`config.mk`:
```
export PLATFORM = sky130hd
export DESIGN_NAME = i32alu_step
export DESIGN_NICKNAME = d
export VERILOG_FILES = /design/src/rtl/i32alu_pkg.sv /design/src/rtl/i32alu_step.sv
export SDC_FILE = /design/constraint.sdc
export NUM_CORES = 2
export LEC_CHECK = 0
export ABC_AREA = 1
export CORE_ASPECT_RATIO = 1.1
export CORE_MARGIN = 2
export CORE_UTILIZATION = 55
export CTS_CLUSTER_DIAMETER = 60
export DETAILED_ROUTE_END_ITERATION = 8
export DONT_BUFFER_PORTS = 1
export GPL_TIMING_DRIVEN = 0
export PLACE_DENSITY = 0.73
export SETUP_SLACK_MARGIN = 0.15
export SYNTH_ARGS = -nofsm -noshare
export SYNTH_HDL_FRONTEND = slang
export SYNTH_SLANG_ARGS = --single-unit
export TNS_END_PERCENT = 30
```
`constraint.sdc`:
```
create_clock -name clock -period 18.6 [get_ports clock]
set_input_delay 5.58 -clock clock [delete_from_list [all_inputs] [get_ports clock]]
set_output_delay 5.58 -clock clock [all_outputs]
set_load 0.01 [all_outputs]
```
`src/rtl/i32alu_pkg.sv`:
```
// Package for the signed 32-bit elementwise ALU: operation codes and the
// record that travels down the arithmetic pipeline. No dependencies.
package i32alu_pkg;

   localparam logic [2:0] OP_ADD  = 3'd0;
   localparam logic [2:0] OP_SUB  = 3'd1;
   localparam logic [2:0] OP_MUL  = 3'd2;
   localparam logic [2:0] OP_DIV  = 3'd3;
   localparam logic [2:0] OP_MAX  = 3'd4;
   localparam logic [2:0] OP_MIN  = 3'd5;
   localparam logic [2:0] OP_CSGN = 3'd6;
   localparam logic [2:0] OP_POW  = 3'd7;

   // One radix-2 divide step per stage; a square-and-multiply step in the stages below POW_STEPS.
   localparam int unsigned NUM_STEPS = 32;
   localparam int unsigned POW_STEPS = 31;

   typedef struct packed {
      logic        valid;
      logic [2:0]  op;
      logic [31:0] a;
      logic [31:0] b;
      logic [31:0] res;   // result of the operations that finish in the preparation stage
      logic [32:0] rem;   // partial remainder of |a| / |b|
      logic [31:0] quo;   // dividend bits shifting out, quotient bits in
      logic [31:0] dvs;   // divisor magnitude
      logic [31:0] acc;   // power accumulator
      logic [31:0] sq;    // repeated square of the base
   } stage_type;

endpackage

```
`src/rtl/i32alu_step.sv`:
```
// One pipeline stage of the ALU: a restoring divide step and, for the early
// stages, a square-and-multiply power step. Depends on i32alu_pkg.
module i32alu_step import i32alu_pkg::*; #(
   parameter int unsigned STEP = 0
) (
   input  logic      clock,
   input  logic      reset,
   input  logic      advance,
   input  stage_type stage_in,
   output stage_type stage_out
);

   stage_type   stage_ff;
   stage_type   stage_in_w;
   logic [32:0] shifted;
   logic [33:0] diff;
   logic        fits;

   always_comb begin
      stage_in_w = stage_in;
      shifted    = {stage_in.rem[31:0], stage_in.quo[31]};
      diff       = {1'b0, shifted} - {2'b00, stage_in.dvs};
      fits       = !diff[33];
      stage_in_w.rem = fits ? diff[32:0] : shifted;
      stage_in_w.quo = {stage_in.quo[30:0], fits};
      if (STEP < POW_STEPS) begin
         if (stage_in.b[STEP]) begin
            stage_in_w.acc = stage_in.acc * stage_in.sq;
         end
         stage_in_w.sq = stage_in.sq * stage_in.sq;
      end
   end

   always_ff @(posedge clock) begin
      if (reset) begin
         stage_ff.valid <= 1'b0;
      end else if (advance) begin
         stage_ff.valid <= stage_in_w.valid;
      end
      if (advance) begin
         stage_ff.op  <= stage_in_w.op;
         stage_ff.a   <= stage_in_w.a;
         stage_ff.b   <= stage_in_w.b;
         stage_ff.res <= stage_in_w.res;
         stage_ff.rem <= stage_in_w.rem;
         stage_ff.quo <= stage_in_w.quo;
         stage_ff.dvs <= stage_in_w.dvs;
         stage_ff.acc <= stage_in_w.acc;
         stage_ff.sq  <= stage_in_w.sq;
      end
   end

   assign stage_out = stage_ff;

endmodule

```
# Word-level counts from Yosys, hierarchy flattened
# Cells that the tools add are included.
dict set report totals {
  reg_bits 261
  out_inout_bits 261
}
dict set report classes {
  addsub 1
  mul 2
  muxes 2
  n_reduce_logical 1
}
# op count
set ops {}
lappend ops {{multiplier 32 x 32 -> 32 bit} 2}
lappend ops {{subtractor 33 x 32 -> 34 bit} 1}
lappend ops {{two-way mux 33 bit} 1}
lappend ops {{two-way mux 32 bit} 1}
lappend ops {{zero test 1 bit} 1}

# Depth between registers and ports, before layout
dict set report logic_depth {
  ltp_word 2
  mapped_depth 32
}

# Worst setup path before layout
# No wires, ideal clock.
dict set report synth_timing {
  kind {input port to flip-flop}
  start {input port stage_in[7] in the netlist's numbering}
  end {register stage_ff (netlist bit stage_out[30]) (data pin)}
  setup_ps 265
  arrival_ps 11982
  t_required_ps 18335
  slack_ps 6353
  path_stages 27
  path_cell_list {clkbuf_1 > clkbuf_1 > clkbuf_1 > nand2_1 > fa_1 > inv_1 > fa_1 > fa_1 > inv_1 > fa_1 > inv_1 > fa_1 > inv_1 > fa_1 > inv_1 > fa_1 > fa_1 > ha_1 > nand4_1 > nor3_1 > nand4_1 > nand3_1 > nand2_1 > nand3_1 > a21boi_1 > o21ai_0 > xor2_1}
}
# element line
set synth_lines {}
lappend synth_lines {{start: declaration} i32alu_step.sv:9} ;# input stage_type stage_in,
lappend synth_lines {{end: declaration} i32alu_step.sv:13} ;# stage_type stage_ff;

==> impl_metrics.yaml <==
run_status:
  run_status: "complete, but fails checks"
  violations: "DRC, capacitance limit, slew limit"
critical_path:
  cp_slowest_cell: "buf_1"
  critPathMaxFanout: 10
  cp-end-kind: "flip-flop"
  cp-startpoint: "stage_in[2]"
  max_stage_delay_ns: 1.03
  worstPathRequired_ns: 18.91
  timing.rr.start: "stage_out[260]$_SDFFE_PP0P_"
  startpoint_type: "input pin"
  cp_common_cell: "fa_1"
  crit_type: "in2reg"
  crit_arrival_ns: 14.59
sta:
  fin_crit_sh_pct: 76.8
  setup_slack_ns: 4.32
  worstMarginPinSlew_ns: 1.50
  max_freq_mhz: 70.0
  period_minus_slack_ns: 14.28
  setup_viol: 0
  fin_tns_setup_ns: 0
  hold_ws_ns: 0.722
  slew-limit-headroom_pct: -0.0265
  finClkSkew_ns: 0
  hold_viol: 0
  maxSlewViolCount: 11
  rsz0062_at_grt: "no"
clock_tree:
  cts_max_path_buffers: 3
  cts_setup_buffers: 0
  root_buffer: "clkbuf_16"
  cts_buffers: 34
  cts_tree: "yes"
  cts_hold_buffers: 0
  htree_levels: 2
  cts-resized-gates: 0
  clock-sinks: 260
  clock_latency_ns: 0.57
  clk_pin_slew_ns: 0.06
route:
  routed_wl_um: 142000
  first_iter_violations: 3013
  avgRoutedWirePerCell_um: 25.0
  ant_nets: 0
  vias: 31442
  dr.pass1.iters: 9
  drc_errors: 1
  avgViaCountPerCell: 5.54
logic_synthesis:
  synth.cell_area_sq_um: 41000
  ys.flop_type: "edfxtp_1"
  yosys-top-cells-area: "fa_1 38%, edfxtp_1 19%, inv_1 13%"
  seq_area_frac_synth_pct: 19.0
  synth_edf_count: 259
  synth.net_count: 5978
  ys_types: 48
  synth_top_area_share_pct: 37.9
  syn_avg_cell_area_sq_um: 8.80
  synthArstFlopShare_pct: 0
  yosysTopAreaCell: "fa_1"
  synth-seq-cells: 260
  ys.warnings.count: 0
  syn_inst: 4656
layout:
  multi_input_area_sq_um: 27200
  final_common_cell: "inv_1"
  largest_register_ff_count: 260
  ff_latch_area_sq_um: 7800
  nNetsFinal: 6014
  layout_common_cells: "1397 x inv_1, 1140 x nand2_1, 776 x fa_1"
  areaGrowthSynthToFinish_pct: 5.76
  finalNonFillerCells: 5679
  fillCellCount: 6453
  drive_gt1_share_pct: 2.88
hold_path:
  min_from: "stage_out[260]$_SDFFE_PP0P_"
  min_path_type: "reg2reg"
floorplanning:
  coreArea_sq_um: 73500
  fp.dieH_um: 290
  num_io_pins: 525
  die_w_um: 264
  initial_core_util_pct: 55.7
  num_rows: 104
  dieArea_sq_um: 76700
global_route:
  antenna_found_initial: 16
  overflow: 0
  grt_pass1_vias: 32546
  grt_first_pass_wirelength_um: 208000
  grt_usage_pct: 37.7
  grt_max_degree: 261
placement:
  dp_cells: 5610
  dp_slack_ns: 4.06
  gp_congestion: 1.08
  hpwl_um: 117000
  portBuffers: 0
run:
  cap_viol_max_count: 1
## worst max-delay path: cells and delay by family
family	cells	cell delay, ns
buffers and inverters	8	2.62
adders and majority gates	9	4.40
AOI/OAI and AO/OA	2	0.37
and+or+nand+nor	7	1.51
xor gates and xnor gates	1	0.09
## cells by family after synthesis
logic type	synth area share (%)
AO/OA/AOI/OAI	3.67
XOR/XNOR	2.60
flip-flops	19.0
multiplexers	0.0244
adder cells (fa/ha/maj)	46.5
other	0.00915
buffers and inverters	14.7
AND/OR/NAND/NOR	13.5
## per-layer routing
metal / vias up / track usage (%) / routed length [um]
li1: 13536 / - / -
met1: 15466 / 43.9 / 48100
met2: 1927 / 60.5 / 65500
met3: 503 / 10.5 / 16100
met4: 10 / 26.1 / 12100
met5: - / 0 / 82
## per-stage QoR
stage	util [%]	cell area, sq um
after global placement	57.3	42200
after CTS	58.9	43300
final	58.9	43300
after global routing	58.9	43300
after detailed placement	57.3	42200
after floorplan	-	41000
## cell usage after synthesis, types with 2 or more instances
cell	number
a211oi_1	4
a21boi_0	3
a21boi_1	3
a21o_1	15
a21oi_1	86
a21oi_2	31
a221oi_1	4
a31oi_1	16
buf_1	36
buf_2	21
buf_4	3
buf_6	6
clkbuf_1	114
edfxtp_1	259
fa_1	776
ha_1	282
inv_1	1397
nand2_1	1140
nand3_1	85
nand3b_1	10
nand4_1	14
nor2_1	102
nor3_1	13
nor4_1	6
o21a_1	4
o21ai_0	53
o21ai_1	13
o21ai_2	2
o21bai_1	9
or2_1	5
or2_2	10
xnor2_1	53
xnor2_2	2
xor2_1	65
## path summary, 6_finish.rpt
kind / slack, ns / depth (start not counted) / end
worst min register to register: 0.72 / 2 / stage_out[260]$_SDFFE_PP0P_
worst min-delay path: 0.72 / 2 / stage_out[260]$_SDFFE_PP0P_
worst max-delay path: 4.32 / 27 / stage_out[28]$_DFFE_PP_
worst max register to register: 17.72 / 2 / stage_out[260]$_SDFFE_PP0P_
## layout make-up
| type | instances | share of cell area [%] |
|---|---|---|
| Antenna cell | 8 | 0.0462 |
| Buffer | 180 | 1.75 |
| Clock buffer | 39 | 2.01 |
| Clock inverter | 22 | 0.635 |
| Inverter | 1398 | 12.1 |
| Multi-Input combinational cell | 2818 | 62.7 |
| Sequential cell | 260 | 18.0 |
| Tap cell | 954 | 2.76 |
Power is left out: the tool's default activity adds up to more than one toggle a clock period on the data nets, which glitch-free logic cannot reach.
